==> src/rtl/sopt_pkg.sv <==
// ----------------------------------------------------------------------------
// Sorted priority order table package
// Request, status and register codes and the sequencer state type.
// ----------------------------------------------------------------------------
package sopt_pkg;

	// Request codes carried on req_type.
	typedef enum logic [1:0] {
		REQ_CREATE    = 2'd0,
		REQ_SET_Z     = 2'd1,
		REQ_SET_LAYER = 2'd2,
		REQ_READ      = 2'd3
	} req_e_t;

	// Status codes returned with each result.
	typedef enum logic [1:0] {
		ST_OK         = 2'd0,
		ST_FULL       = 2'd1,
		ST_UNKNOWN_ID = 2'd2,
		ST_RANGE      = 2'd3
	} status_e_t;

	// Register index of normal_layer (taken from paddr bit 2).
	localparam logic       REG_NORMAL_LAYER   = 1'b0;
	localparam logic [2:0] NORMAL_LAYER_RESET = 3'd1;

	// Sequencer states, one-hot.
	typedef enum logic [10:0] {
		S_IDLE    = 11'b000_0000_0001,
		S_KEY_LD  = 11'b000_0000_0010,
		S_BS_ORD  = 11'b000_0000_0100,
		S_BS_KEY  = 11'b000_0000_1000,
		S_BS_CMP  = 11'b000_0001_0000,
		S_KEY_WR  = 11'b000_0010_0000,
		S_NB_ORD  = 11'b000_0100_0000,
		S_NB_KEY  = 11'b000_1000_0000,
		S_NB_CMP  = 11'b001_0000_0000,
		S_FIN     = 11'b010_0000_0000,
		S_RD_DATA = 11'b100_0000_0000
	} state_e_t;

endpackage

==> src/rtl/sopt_ram.sv <==
// ----------------------------------------------------------------------------
// Generic RAM
// One write port and one read port; read data is registered and holds until
// the next read.
// ----------------------------------------------------------------------------
module sopt_ram #(
	parameter int WIDTH = 8,
	parameter int DEPTH = 64
) (
	input  logic                     clk,
	input  logic                     we,
	input  logic [$clog2(DEPTH)-1:0] waddr,
	input  logic [WIDTH-1:0]         wdata,
	input  logic                     re,
	input  logic [$clog2(DEPTH)-1:0] raddr,
	output logic [WIDTH-1:0]         rdata
);

	logic [WIDTH-1:0] mem_q [DEPTH];

	always_ff @(posedge clk) begin
		if (we) begin
			mem_q[waddr] <= wdata;
		end
		if (re) begin
			rdata <= mem_q[raddr];
		end
	end

endmodule

==> src/rtl/sopt_cmp.sv <==
// ----------------------------------------------------------------------------
// Sort key comparator
// Tells whether entry a sorts strictly ahead of entry b by layer, then signed
// z index, then id.
// ----------------------------------------------------------------------------
module sopt_cmp #(
	parameter int LW = 3,
	parameter int ZW = 16,
	parameter int IW = 6
) (
	input  logic                 [LW-1:0] a_layer,
	input  logic signed          [ZW-1:0] a_z,
	input  logic                 [IW-1:0] a_id,
	input  logic                 [LW-1:0] b_layer,
	input  logic signed          [ZW-1:0] b_z,
	input  logic                 [IW-1:0] b_id,
	output logic                          precedes
);

	always_comb begin
		if (a_layer != b_layer) begin
			precedes = a_layer < b_layer;
		end else if (a_z != b_z) begin
			precedes = a_z < b_z;
		end else begin
			precedes = a_id < b_id;
		end
	end

endmodule

==> src/rtl/sorted_priority_order_table.sv <==
// ----------------------------------------------------------------------------
// Sorted priority order table
// Keeps entry ids sorted by (layer, z index, id) using a binary search and
// a one-step-at-a-time shift, all driven through one shared key comparator.
// ----------------------------------------------------------------------------
// A rejected request or a read of position 0 finishes from idle; any other read
// passes through S_RD_DATA. A create shifts the new entry into place; a set searches
// for the entry, writes its new key in S_KEY_WR, then shifts it into place.
// Probe and shift steps each run ORD, KEY and CMP states; the RAM reads are registered.
// Throughput: one request at a time; busy stays high until the edge that raises done.
// Reset: arst_n clears the sequencer, sets the count and normal_layer to one; no stall.
// ----------------------------------------------------------------------------
module sorted_priority_order_table import sopt_pkg::*; #(
	parameter int MAX_ENTRIES = 64,
	parameter int LAYER_COUNT = 8,
	parameter int ZINDEX_BITS = 16
) (
	input  logic               clk,
	input  logic               arst_n,
	// Request channel
	input  logic               start,
	output logic               busy,
	input  logic        [1:0]  req_type,
	input  logic        [5:0]  entry_id,
	input  logic signed [15:0] key_value,
	input  logic        [5:0]  position,
	// Result channel
	output logic               done,
	output logic        [5:0]  result_value,
	output logic        [1:0]  status,
	// Configuration port
	input  logic               psel,
	input  logic               penable,
	input  logic               pwrite,
	input  logic        [2:0]  paddr,
	input  logic        [31:0] pwdata,
	output logic        [31:0] prdata,
	output logic               pready
);

	// Id and position width, count width (holds MAX_ENTRIES itself), key widths.
	localparam int IW = $clog2(MAX_ENTRIES);
	localparam int CW = $clog2(MAX_ENTRIES + 1);
	localparam int LW = $clog2(LAYER_COUNT);
	localparam int ZW = ZINDEX_BITS;
	localparam int KW = LW + ZW;
	// Common width for comparing the 6-bit request fields against the count.
	localparam int XW = (CW > 6) ? CW : 6;

	localparam logic        [3:0]  LAYER_MAX = 4'(LAYER_COUNT - 1);
	localparam logic signed [32:0] ZHI       = 33'((longint'(1) << (ZW - 1)) - 1);
	localparam logic signed [32:0] ZLO       = -ZHI - 33'sd1;

	// ------------------------------------------------------------------
	// Configuration register
	// ------------------------------------------------------------------
	logic [2:0] normal_layer_q;
	logic       cfg_wr;

	assign pready = 1'b1;
	assign cfg_wr = psel & penable & pwrite & pready & (paddr[2] == REG_NORMAL_LAYER);
	assign prdata = (paddr[2] == REG_NORMAL_LAYER) ? 32'(normal_layer_q) : 32'd0;

	// ------------------------------------------------------------------
	// Sequencer registers
	// ------------------------------------------------------------------
	state_e_t             state_q;
	logic        [CW-1:0] count_q;
	logic        [1:0]    req_q;
	logic        [IW-1:0] tgt_id_q;
	logic        [LW-1:0] tgt_layer_q;
	logic signed [ZW-1:0] tgt_z_q;
	logic        [LW-1:0] new_layer_q;
	logic signed [ZW-1:0] new_z_q;
	logic        [CW-1:0] lo_q;
	logic        [CW-1:0] hi_q;
	logic        [CW-1:0] mid_q;
	logic        [IW-1:0] idx_q;
	logic                 down_q;
	logic                 moved_q;
	logic                 done_q;
	logic        [5:0]    result_q;
	status_e_t            status_q;

	assign busy         = (state_q != S_IDLE);
	assign done         = done_q;
	assign result_value = result_q;
	assign status       = status_q;

	// ------------------------------------------------------------------
	// Memories: key table holds {layer, z index} per id, order table holds
	// the id at each sorted position.
	// ------------------------------------------------------------------
	logic          key_we, key_re;
	logic [IW-1:0] key_waddr, key_raddr;
	logic [KW-1:0] key_wdata, key_rdata;
	logic          ord_we, ord_re;
	logic [IW-1:0] ord_waddr, ord_raddr;
	logic [IW-1:0] ord_wdata, ord_rdata;

	sopt_ram #(.WIDTH(KW), .DEPTH(MAX_ENTRIES)) u_key_ram (
		.clk   (clk),
		.we    (key_we),
		.waddr (key_waddr),
		.wdata (key_wdata),
		.re    (key_re),
		.raddr (key_raddr),
		.rdata (key_rdata)
	);

	sopt_ram #(.WIDTH(IW), .DEPTH(MAX_ENTRIES)) u_ord_ram (
		.clk   (clk),
		.we    (ord_we),
		.waddr (ord_waddr),
		.wdata (ord_wdata),
		.re    (ord_re),
		.raddr (ord_raddr),
		.rdata (ord_rdata)
	);

	// ------------------------------------------------------------------
	// Request decode and key saturation
	// ------------------------------------------------------------------
	logic                 accept;
	logic                 full;
	logic                 id_ok;
	logic                 pos_ok;
	logic        [LW-1:0] norm_layer_sat;
	logic        [LW-1:0] key_layer_sat;
	logic signed [32:0]   key_ext;
	logic signed [32:0]   key_sat;

	assign accept = start & ~busy;
	assign full   = (count_q == CW'(MAX_ENTRIES));
	// Entry 0 is the sentinel and can never be moved.
	assign id_ok  = (entry_id != 6'd0) && (XW'(entry_id) < XW'(count_q));
	assign pos_ok = (XW'(position) < XW'(count_q));

	assign norm_layer_sat = ({1'b0, normal_layer_q} > LAYER_MAX) ? LW'(LAYER_MAX) :
		LW'({1'b0, normal_layer_q});
	assign key_layer_sat  = (key_value[3:0] > LAYER_MAX) ? LW'(LAYER_MAX) :
		LW'(key_value[3:0]);

	// Saturate the incoming z index to the signed range of the table.
	assign key_ext = 33'(key_value);
	always_comb begin
		if (key_ext > ZHI) begin
			key_sat = ZHI;
		end else if (key_ext < ZLO) begin
			key_sat = ZLO;
		end else begin
			key_sat = key_ext;
		end
	end

	// ------------------------------------------------------------------
	// Shared comparator. The other entry comes straight from the RAM read
	// registers; the operands swap when checking a move toward position 1.
	// ------------------------------------------------------------------
	logic                 swap;
	logic        [LW-1:0] oth_layer;
	logic signed [ZW-1:0] oth_z;
	logic        [LW-1:0] a_layer, b_layer;
	logic signed [ZW-1:0] a_z, b_z;
	logic        [IW-1:0] a_id, b_id;
	logic                 precedes;

	assign oth_layer = key_rdata[KW-1:ZW];
	assign oth_z     = $signed(key_rdata[ZW-1:0]);
	assign swap      = (state_q == S_NB_CMP) && down_q;

	assign a_layer = swap ? tgt_layer_q : oth_layer;
	assign a_z     = swap ? tgt_z_q     : oth_z;
	assign a_id    = swap ? tgt_id_q    : ord_rdata;
	assign b_layer = swap ? oth_layer   : tgt_layer_q;
	assign b_z     = swap ? oth_z       : tgt_z_q;
	assign b_id    = swap ? ord_rdata   : tgt_id_q;

	sopt_cmp #(.LW(LW), .ZW(ZW), .IW(IW)) u_cmp (
		.a_layer  (a_layer),
		.a_z      (a_z),
		.a_id     (a_id),
		.b_layer  (b_layer),
		.b_z      (b_z),
		.b_id     (b_id),
		.precedes (precedes)
	);

	// ------------------------------------------------------------------
	// Search and shift helpers
	// ------------------------------------------------------------------
	logic [CW:0]   mid_sum;
	logic [CW-1:0] mid;
	logic          bs_open;
	logic          dn_ok;
	logic          up_ok;

	assign mid_sum = {1'b0, lo_q} + {1'b0, hi_q};
	assign mid     = mid_sum[CW:1];
	assign bs_open = (lo_q <= hi_q);
	// A neighbor exists below (toward position 1) or above (toward the end).
	assign dn_ok   = (idx_q > IW'(1));
	assign up_ok   = ((CW'(idx_q) + CW'(1)) < count_q);

	// ------------------------------------------------------------------
	// RAM port control
	// ------------------------------------------------------------------
	always_comb begin
		key_we    = 1'b0;
		key_waddr = tgt_id_q;
		key_wdata = {tgt_layer_q, tgt_z_q};
		key_re    = 1'b0;
		key_raddr = ord_rdata;
		ord_we    = 1'b0;
		ord_waddr = idx_q;
		ord_wdata = tgt_id_q;
		ord_re    = 1'b0;
		ord_raddr = IW'(mid);
		unique case (state_q)
			S_IDLE: begin
				if (accept) begin
					unique case (req_type)
						REQ_CREATE: begin
							// The new id takes the next free slot of the key table.
							key_we    = ~full;
							key_waddr = IW'(count_q);
							key_wdata = {norm_layer_sat, {ZW{1'b0}}};
						end
						REQ_SET_Z, REQ_SET_LAYER: begin
							key_re    = id_ok;
							key_raddr = IW'(entry_id);
						end
						REQ_READ: begin
							ord_re    = pos_ok && (position != 6'd0);
							ord_raddr = IW'(position);
						end
						default: begin
						end
					endcase
				end
			end
			S_BS_ORD: begin
				ord_re = bs_open;
			end
			S_BS_KEY: begin
				key_re = (ord_rdata != tgt_id_q);
			end
			S_KEY_WR: begin
				key_we    = 1'b1;
				key_wdata = {new_layer_q, new_z_q};
			end
			S_NB_ORD: begin
				if (down_q) begin
					ord_re    = dn_ok;
					ord_raddr = idx_q - IW'(1);
				end else begin
					ord_re    = up_ok;
					ord_raddr = idx_q + IW'(1);
				end
			end
			S_NB_KEY: begin
				key_re = 1'b1;
			end
			S_NB_CMP: begin
				// Neighbor takes this slot and the entry moves one step on.
				ord_we    = precedes;
				ord_wdata = ord_rdata;
			end
			S_FIN: begin
				ord_we = 1'b1;
			end
			default: begin
			end
		endcase
	end

	// ------------------------------------------------------------------
	// Sequencer
	// ------------------------------------------------------------------
	always_ff @(posedge clk or negedge arst_n) begin
		if (!arst_n) begin
			normal_layer_q <= NORMAL_LAYER_RESET;
			state_q        <= S_IDLE;
			count_q        <= CW'(1);
			req_q          <= REQ_CREATE;
			tgt_id_q       <= '0;
			tgt_layer_q    <= '0;
			tgt_z_q        <= '0;
			new_layer_q    <= '0;
			new_z_q        <= '0;
			lo_q           <= '0;
			hi_q           <= '0;
			mid_q          <= '0;
			idx_q          <= '0;
			down_q         <= 1'b0;
			moved_q        <= 1'b0;
			done_q         <= 1'b0;
			result_q       <= '0;
			status_q       <= ST_OK;
		end else begin
			done_q <= 1'b0;
			if (cfg_wr) begin
				normal_layer_q <= pwdata[2:0];
			end
			unique case (state_q)
				S_IDLE: begin
					if (accept) begin
						req_q <= req_type;
						unique case (req_type)
							REQ_CREATE: begin
								if (full) begin
									done_q   <= 1'b1;
									result_q <= 6'd0;
									status_q <= ST_FULL;
								end else begin
									tgt_id_q    <= IW'(count_q);
									tgt_layer_q <= norm_layer_sat;
									tgt_z_q     <= '0;
									idx_q       <= IW'(count_q);
									count_q     <= count_q + CW'(1);
									down_q      <= 1'b1;
									moved_q     <= 1'b0;
									state_q     <= S_NB_ORD;
								end
							end
							REQ_SET_Z, REQ_SET_LAYER: begin
								if (!id_ok) begin
									done_q   <= 1'b1;
									result_q <= 6'd0;
									status_q <= ST_UNKNOWN_ID;
								end else begin
									tgt_id_q    <= IW'(entry_id);
									new_layer_q <= key_layer_sat;
									new_z_q     <= $signed(ZW'(key_sat));
									lo_q        <= CW'(1);
									hi_q        <= count_q - CW'(1);
									state_q     <= S_KEY_LD;
								end
							end
							REQ_READ: begin
								if (!pos_ok) begin
									done_q   <= 1'b1;
									result_q <= 6'd0;
									status_q <= ST_RANGE;
								end else if (position == 6'd0) begin
									// The sentinel always sits at position 0.
									done_q   <= 1'b1;
									result_q <= 6'd0;
									status_q <= ST_OK;
								end else begin
									state_q <= S_RD_DATA;
								end
							end
							default: begin
							end
						endcase
					end
				end
				S_KEY_LD: begin
					// The search runs on the old key; the half of the new key
					// that the request leaves alone is copied from it.
					tgt_layer_q <= oth_layer;
					tgt_z_q     <= oth_z;
					if (req_q == REQ_SET_Z) begin
						new_layer_q <= oth_layer;
					end else begin
						new_z_q <= oth_z;
					end
					state_q <= S_BS_ORD;
				end
				S_BS_ORD: begin
					if (bs_open) begin
						mid_q   <= mid;
						state_q <= S_BS_KEY;
					end else begin
						done_q   <= 1'b1;
						result_q <= 6'd0;
						status_q <= ST_UNKNOWN_ID;
						state_q  <= S_IDLE;
					end
				end
				S_BS_KEY: begin
					if (ord_rdata == tgt_id_q) begin
						idx_q   <= IW'(mid_q);
						state_q <= S_KEY_WR;
					end else begin
						state_q <= S_BS_CMP;
					end
				end
				S_BS_CMP: begin
					if (precedes) begin
						lo_q <= mid_q + CW'(1);
					end else begin
						hi_q <= mid_q - CW'(1);
					end
					state_q <= S_BS_ORD;
				end
				S_KEY_WR: begin
					tgt_layer_q <= new_layer_q;
					tgt_z_q     <= new_z_q;
					down_q      <= 1'b1;
					moved_q     <= 1'b0;
					state_q     <= S_NB_ORD;
				end
				S_NB_ORD: begin
					if (down_q && dn_ok) begin
						state_q <= S_NB_KEY;
					end else if (down_q && !moved_q) begin
						// Nothing below to pass: try moving toward the end.
						down_q <= 1'b0;
					end else if (!down_q && up_ok) begin
						state_q <= S_NB_KEY;
					end else begin
						state_q <= S_FIN;
					end
				end
				S_NB_KEY: begin
					state_q <= S_NB_CMP;
				end
				S_NB_CMP: begin
					if (precedes) begin
						idx_q   <= down_q ? (idx_q - IW'(1)) : (idx_q + IW'(1));
						moved_q <= 1'b1;
						state_q <= S_NB_ORD;
					end else if (down_q && !moved_q) begin
						down_q  <= 1'b0;
						state_q <= S_NB_ORD;
					end else begin
						state_q <= S_FIN;
					end
				end
				S_FIN: begin
					done_q   <= 1'b1;
					result_q <= (req_q == REQ_CREATE) ? 6'(tgt_id_q) : 6'(idx_q);
					status_q <= ST_OK;
					state_q  <= S_IDLE;
				end
				S_RD_DATA: begin
					done_q   <= 1'b1;
					result_q <= 6'(ord_rdata);
					status_q <= ST_OK;
					state_q  <= S_IDLE;
				end
				default: begin
					state_q <= S_IDLE;
				end
			endcase
		end
	end

	// ------------------------------------------------------------------
	// Assertions
	// ------------------------------------------------------------------
	a_count_range: assert property (@(posedge clk) disable iff (!arst_n)
		(count_q >= CW'(1)) && (count_q <= CW'(MAX_ENTRIES)))
		else $error("entry count left its range");

	a_idle_with_result: assert property (@(posedge clk) disable iff (!arst_n)
		$fell(busy) |-> done)
		else $error("request finished without a result transfer");

	a_ok_result_live: assert property (@(posedge clk) disable iff (!arst_n)
		(done && (status_q == ST_OK)) |-> (XW'(result_q) < XW'(count_q)))
		else $error("successful result points past the live entries");

	a_settle_idx: assert property (@(posedge clk) disable iff (!arst_n)
		((state_q == S_NB_ORD) || (state_q == S_NB_KEY) || (state_q == S_NB_CMP) ||
		 (state_q == S_FIN)) |-> ((idx_q >= IW'(1)) && (CW'(idx_q) < count_q)))
		else $error("shift position outside the live entries");

	a_probe_range: assert property (@(posedge clk) disable iff (!arst_n)
		((state_q == S_BS_KEY) || (state_q == S_BS_CMP)) |->
		((mid_q >= CW'(1)) && (mid_q < count_q)))
		else $error("search probe outside the live entries");

endmodule
==> config.mk <==
export PLATFORM = sky130hd
export DESIGN_NAME = sorted_priority_order_table
export DESIGN_NICKNAME = d
export VERILOG_FILES = /design/src/rtl/sopt_pkg.sv /design/src/rtl/sopt_ram.sv /design/src/rtl/sopt_cmp.sv /design/src/rtl/sorted_priority_order_table.sv
export SDC_FILE = /design/constraint.sdc
export NUM_CORES = 2
export LEC_CHECK = 0
export BUFFER_PORTS_ARGS = -buffer_cell sky130_fd_sc_hd__buf_2
export CAP_MARGIN = 20
export CORE_MARGIN = 3
export CORE_UTILIZATION = 63
export DETAILED_ROUTE_END_ITERATION = 10
export GPL_TIMING_DRIVEN = 0
export PLACE_DENSITY_LB_ADDON = 0.12
export SETUP_SLACK_MARGIN = 0.2
export SLEW_MARGIN = 20
export SYNTH_ARGS = -nofsm -noshare
export SYNTH_HDL_FRONTEND = slang
export SYNTH_SLANG_ARGS = --single-unit
==> constraint.sdc <==
create_clock -name clk -period 5 [get_ports clk]
set_input_delay 1 -clock clk [delete_from_list [all_inputs] [get_ports clk]]
set_output_delay 1 -clock clk [all_outputs]
set_load 0.05 [all_outputs]
-- Yosys cells after proc, flatten, opt, wreduce, memory -nomap -nowiden
Memories as Yosys holds them, arrays and structs flattened. A register that Yosys moved wholly into a read port is not among the register bits.
Index checks and enable logic that the tools add are counted.
- order comparisons: 11
- $add $sub $neg: 8
- equality and inequality tests: 45
- bitwise operators: 7
- multiplexer cells: 128
- reductions and logical operators: 40
- operator list (operator ; count):
    16-bit two-way mux ; 11
    6-bit two-way mux ; 26
    11-bit case mux with 8 select lines ; 1
    11-bit two-way mux ; 7
    7-bit two-way mux ; 8
    16-bit case mux with 3 select lines ; 1
    19-bit two-way mux ; 2
    19-bit case mux with 2 select lines ; 1
    6-bit case mux with 3 select lines ; 2
    3-bit two-way mux ; 11
    11-bit case mux with 3 select lines ; 1
    16-bit case mux with 2 select lines ; 1
    10-bit two-way mux ; 3
    5-bit AND reduction ; 6
    6-bit AND reduction ; 5
    1-bit two-way mux ; 29
    2-bit != test (second input constant) ; 14
    7-bit case mux with 2 select lines ; 2
    6-bit case mux with 2 select lines ; 2
    6-bit case mux with 4 select lines ; 1
    3-bit != test (second input constant) ; 7
    16-bit > comparator (second input constant) ; 1
    16-bit less-than comparator ; 1
    16-bit less-than comparator (second input constant) ; 1
    other kinds (55) ; 95
- output and inout port bits: 43
- word-level logic and storage cells: 259
- bits in registers: 105
- memory bits (writable): 1600
- memories kept: 2
- memory list (name ; words ; bits a word ; read ports ; clocked after Yosys merged registers in ; wr ports ; line ; text):
    u_key_ram.mem_q ; 64 ; 19 ; 1 ; 1 ; 1 ; sopt_ram.sv:19 ; logic [WIDTH-1:0] mem_q [DEPTH];
    u_ord_ram.mem_q ; 64 ; 6 ; 1 ; 1 ; 1 ; sopt_ram.sv:19 ;

-- Depth between registers and ports, before layout
- depth in word-level cells: 9
- gate-level depth with buffers: 15

-- Modules after synthesis
From an unflattened synthesis, not the netlist that was laid out.
- cells, all modules: 3862
- area total of the unflattened synthesis: 71123.2 um2
- by module, submodules not included (module ; times used ; cells an instance ; area an instance (um2)):
    sopt_ram at u_key_ram ; 1 ; 2159 ; 47297.9
    sopt_ram at u_ord_ram ; 1 ; 720 ; 15285.9
    sorted_priority_order_table ; 1 ; 894 ; 7907.6
    sopt_cmp ; 1 ; 89 ; 631.9

-- Worst setup path after synthesis
Ideal clock, no wire load.
- path kind: register -> register
- start point: register state_q[4]
- end point: memory u_ord_ram.mem_q[0][1] (netlist bit), data pin
- setup time: 0.702 ns
- stages on the path, launching flop included: 6
- path slack: 0.726 ns
- required time: 4.298 ns
- data arrival time: 3.573 ns
- path buffers: 2
- cells stage by stage: dfrtp_1 -> or3_1 -> clkbuf_1 -> nor4_4 -> clkbuf_1 -> o21ai_0
- cells in the longest elaborated chain, start to end: 2
- ends and longest elaborated chain (element ; line ; text):
    start: declaration ; sorted_priority_order_table.sv:67 ; state_e_t state_q;
    start signal: assignment ; sorted_priority_order_table.sv:283 ; state_q <= S_IDLE;
    start signal: assignment ; sorted_priority_order_table.sv:323 ; state_q <= S_NB_ORD;
    start signal: assignment ; sorted_priority_order_table.sv:337 ; state_q <= S_KEY_LD;
    11-bit by 9-bit == test with 1-bit output ; sorted_priority_order_table.sv:219 ; unique case (state_q)
    6-bit two-way mux ; sorted_priority_order_table.sv:219 ;
    net ord_wdata[1] ; sorted_priority_order_table.sv:99 ; logic [IW-1:0] ord_wdata, ord_rdata;
    end: declaration ; sopt_ram.sv:19 ;
The timed path passes the listed nets, and every way through them passes these cells.

-- Worst setup path in the final report
- start point: register state_q[3]
- end point: register u_key_ram.rdata[1] (read register of u_key_ram.mem_q), data pin
- cells in the longest elaborated chain, start to end: 5
- elaborated cells between the ends (all ways): 10
- ends and longest elaborated chain (element ; line ; text):
    11-bit by 1-bit != test with 1-bit output ; sorted_priority_order_table.sv:85 ; assign busy = (state_q != S_IDLE);
    1-bit NOT ; sorted_priority_order_table.sv:133 ; assign accept = start & ~busy;
    1-bit bitwise AND ; sorted_priority_order_table.sv:133 ;
    1-bit two-way mux / 6-bit two-way mux (equally long branches) ; sorted_priority_order_table.sv:221 ; if (accept) begin
    1-bit case mux with 3 select lines / 6-bit two-way mux (equally long branches) ; sorted_priority_order_table.sv:219 ;
    end: declaration ; sopt_ram.sv:16 ; output logic [WIDTH-1:0] rdata
Several ways; a longest one is shown, not always the timed one.
A chain may end at the register's enable or synchronous reset.

==> impl_metrics.py <==
metrics = {
    "clocking": {
        "clock_latency_ns": 0.80,
        "cts_root_buf": "clkbuf_16",
        "cts_tree": "done",
        "numCtsBuffers": 168,
        "clkTransAtPathRegs_ns": 0.07,
        "h-tree-depth": 4,
        "clockBufferDepth": 3,
        "cts.sinks": 1730,
        "hold_buffers": 0,
    },
    "timing": {
        "worst_slew_pin_slew_ns": 1.24,
        "report.final.slew_viol_count": 0,
        "timing.max_slew.rel_slack": 0.166,
        "finalSetupViolCount": 0,
        "fmax_mhz": 206,
        "fin_crit_sh": 0.972,
        "rsz0062_at_grt": "yes",
        "min_period_ns": 4.86,
        "hold_viol_final": 0,
        "finClkSkew_ns": 0.0377,
        "fin_hold_ws_ns": 0.189,
        "layout_setup_ws_ns": 0.138,
    },
    "logic_synthesis": {
        "synth-edff-count": 1625,
        "synth_area_mm2": 0.0722,
        "synth.avg_cell_area_um2": 12.8,
        "synth_async_sr_flop_share": 0.0607,
        "ys_seq_elements": 1730,
        "seq_area_frac_synth": 0.713,
        "synth_cell_types": 85,
        "yosys_warnings": 0,
        "syn_inst": 5641,
        "synth_flop_cell": "edfxtp_1",
    },
    "outcome": {
        "status": "complete, no violations",
    },
    "final_layout": {
        "nFillCells": 7248,
        "multi_input_area_mm2": 0.0205,
        "layout_commonest_cell": "edfxtp_1",
        "area.growth.synth_to_final_pct": 15.1,
        "fin_util": 0.734,
        "seqCellArea_mm2": 0.0514,
        "final_nets": 6105,
        "final_layout_size_suffix_gt1_frac": 0.140,
        "layout_common_cells": "edfxtp_1 (1625), nand2_1 (1466), nand3_1 (330)",
    },
    "hold_path": {
        "hold_path.class": "in -> async",
    },
    "routing": {
        "drc_errors": 0,
        "vias": 51500,
        "antenna_left": 0,
        "via_per_inst": 6.74,
        "avgRoutedWirePerCell_um": 29.4,
        "first_iter_violations": 8347,
        "detail_route.first_pass.iterations": 9,
        "routed_wl_um": 225000,
    },
    "critical_path": {
        "worstPathRequired_ns": 5.43,
        "crit_chain": "or4_1 > clkbuf_1 > nor4_4 > buf_4 > buf_4 > mux2_2 > clkbuf_2 > clkbuf_1 > a211oi_1 > nor4_2 > nand4_1",
        "worstPathArrival_ns": 5.29,
        "r2r_cells": 11,
        "r2r_end": "u_key_ram.rdata[1]",
        "crit_end": "u_key_ram.rdata[1]",
        "slowest_delay_ns": 0.67,
        "cp_top_family": "simple AND/OR/NAND/NOR gates",
        "cp_max_fo": 10,
        "r2r_slack_ns": 0.14,
        "slowest_stage": "nor4_2",
        "path_buf_inv": 5,
        "worstReg2RegStart": "state_q[3]",
        "cp-startpoint": "state_q[3]",
        "cp-start-kind": "flop",
        "setup.worst_path.end_class": "flop",
        "cp.depth": 11,
        "critical_path_class": "reg -> reg",
    },
    "placed_design": {
        "dp_hpwl_um": 152000,
        "dp_slack_ns": -2.38,
        "io_buffers": 51,
        "finalWeightedCongestion": 0.975,
    },
    "pwr": {
        "total_power_mw": 50.7,
        "powerDensity_mw_per_mm2": 611,
        "leakage_nw": 29.6,
        "peakVddDrop_v": 0.000484,
    },
    "grt": {
        "grt_pass1_wl_um": 321000,
        "grt_max_degree": 65,
        "antenna_found_initial": 13,
        "grt_overflow": 0,
        "grt_use_total": 0.376,
        "grt_pass1_vias": 48300,
    },
    "run": {
        "cap_violations": 0,
    },
    "floorplanning": {
        "rows": 123,
        "core-area_mm2": 0.113,
        "start_util": 0.638,
        "die-area_mm2": 0.119,
        "die_y_um": 344,
        "num_io_pins": 114,
        "die_x_um": 344,
    },
}
-- worst min-delay path by stage --
stage          startpoint         end  depth (start not counted)
4_1_cts            arst_n     hi_q[4]                          1
5_1_grt            arst_n    mid_q[6]                          1
3_5_place_dp      moved_q     moved_q                          1
6_report           arst_n  tgt_z_q[5]                          1
3_3_place_gp      moved_q     moved_q                          1
2_1_floorplan  state_q[6]  state_q[8]                          1
-- registers in the layout, summed over array words and instances, names as in the netlist, 6 cells and up --
| register | cells |
|---|---|
| new_z_q | 16 |
| idx_q | 6 |
| tgt_z_q | 16 |
| result_value | 6 |
| tgt_id_q | 6 |
| u_ord_ram.mem_q | 384 |
| hi_q | 7 |
| u_ord_ram.rdata | 6 |
| state_q | 11 |
| u_key_ram.rdata | 19 |
| lo_q | 7 |
| u_key_ram.mem_q | 1216 |
| mid_q | 7 |
| count_q | 7 |
-- logic make-up (layout without fill, tap and decap cells) --
logic type | after synthesis | after routing | synth area share
buffers and inverters | 432 | 894 | 0.0245
xor gates and xnor gates | 44 | 44 | 0.00534
DFF | 1730 | 1730 | 0.713
adders and majority gates | 54 | 54 | 0.00902
other | 2 | 36 | 0.000104
muxes | 130 | 130 | 0.0184
AOI/OAI and AO/OA | 729 | 729 | 0.0738
and+or+nand+nor | 2520 | 2520 | 0.156
-- layout make-up --
| type | count | share of cell area |
|---|---|---|
| Sequential cell | 1730 | 0.619 |
| Tap cell | 1500 | 0.0226 |
| Buffer | 377 | 0.0218 |
| Clock buffer | 204 | 0.0532 |
| Multi-Input combinational cell | 3507 | 0.246 |
| Clock inverter | 104 | 0.0119 |
| Timing Repair Buffer | 156 | 0.0224 |
| Inverter | 53 | 0.00239 |
| Antenna cell | 6 | 0.000181 |
-- metrics by stage --
stage | area, um^2 | instances | setup TNS [ns]
after CTS | 82400 | 7622 | 0
after floorplan | 72300 | 5669 | 0
final | 83100 | 7637 | 0
after detailed placement | 76200 | 7298 | -506.97
after global placement | 74400 | 7220 | -3151.73
after global routing | 83100 | 7635 | 0
-- synthesized netlist by cell type (all sizes together), types with 85 or more instances --
cell type,n,area share
a211oi,93,0.0098
a31oi,158,0.014
a32oi,112,0.014
and3,233,0.020
buf,101,0.0072
clkbuf,278,0.014
dfrtp,102,0.035
edfxtp,1625,0.68
mux2i,112,0.016
nand2,1482,0.077
nand3,330,0.023
nor2,210,0.011
o21ai,85,0.0061
-- repair_timing --
item / in CTS / in global routing
resized for setup: 193 / 217
buffers inserted: 18 / 9
pin swaps: 18 / 15
endpoints found under the setup margin: 1611 / 1291
-- report_power, final --
part | switching, mW | total, mW | internal, mW
sequential | 0.511 | 18.3 | 17.8
clock | 5.51 | 12.6 | 7.06
combinational | 14.6 | 19.8 | 5.24
total | 20.6 | 50.7 | 30.1
-- per-layer routing --
| metal | up-vias | part of all wire | track usage | wire (um) |
|---|---|---|---|---|
| met5 | - | 0.00051 | 0 | 115 |
| met4 | 10 | 0.063 | 0.206 | 14200 |
| met3 | 765 | 0.13 | 0.0986 | 30200 |
| met2 | 4002 | 0.45 | 0.571 | 102000 |
| met1 | 25000 | 0.35 | 0.499 | 78400 |
| li1 | 21700 | - | - | - |
-- worst register-to-register path, stage by stage (launching register included) --
cell      delay (ns)
dfrtp_1         0.42
or4_1           0.53
clkbuf_1        0.24
nor4_4          0.29
buf_4           0.22
buf_4           0.15
mux2_2          0.38
clkbuf_2        0.43
clkbuf_1        0.61
a211oi_1        0.21
nor4_2          0.67
nand4_1         0.38
No activity file was read; power rests on OpenSTA's default activity.
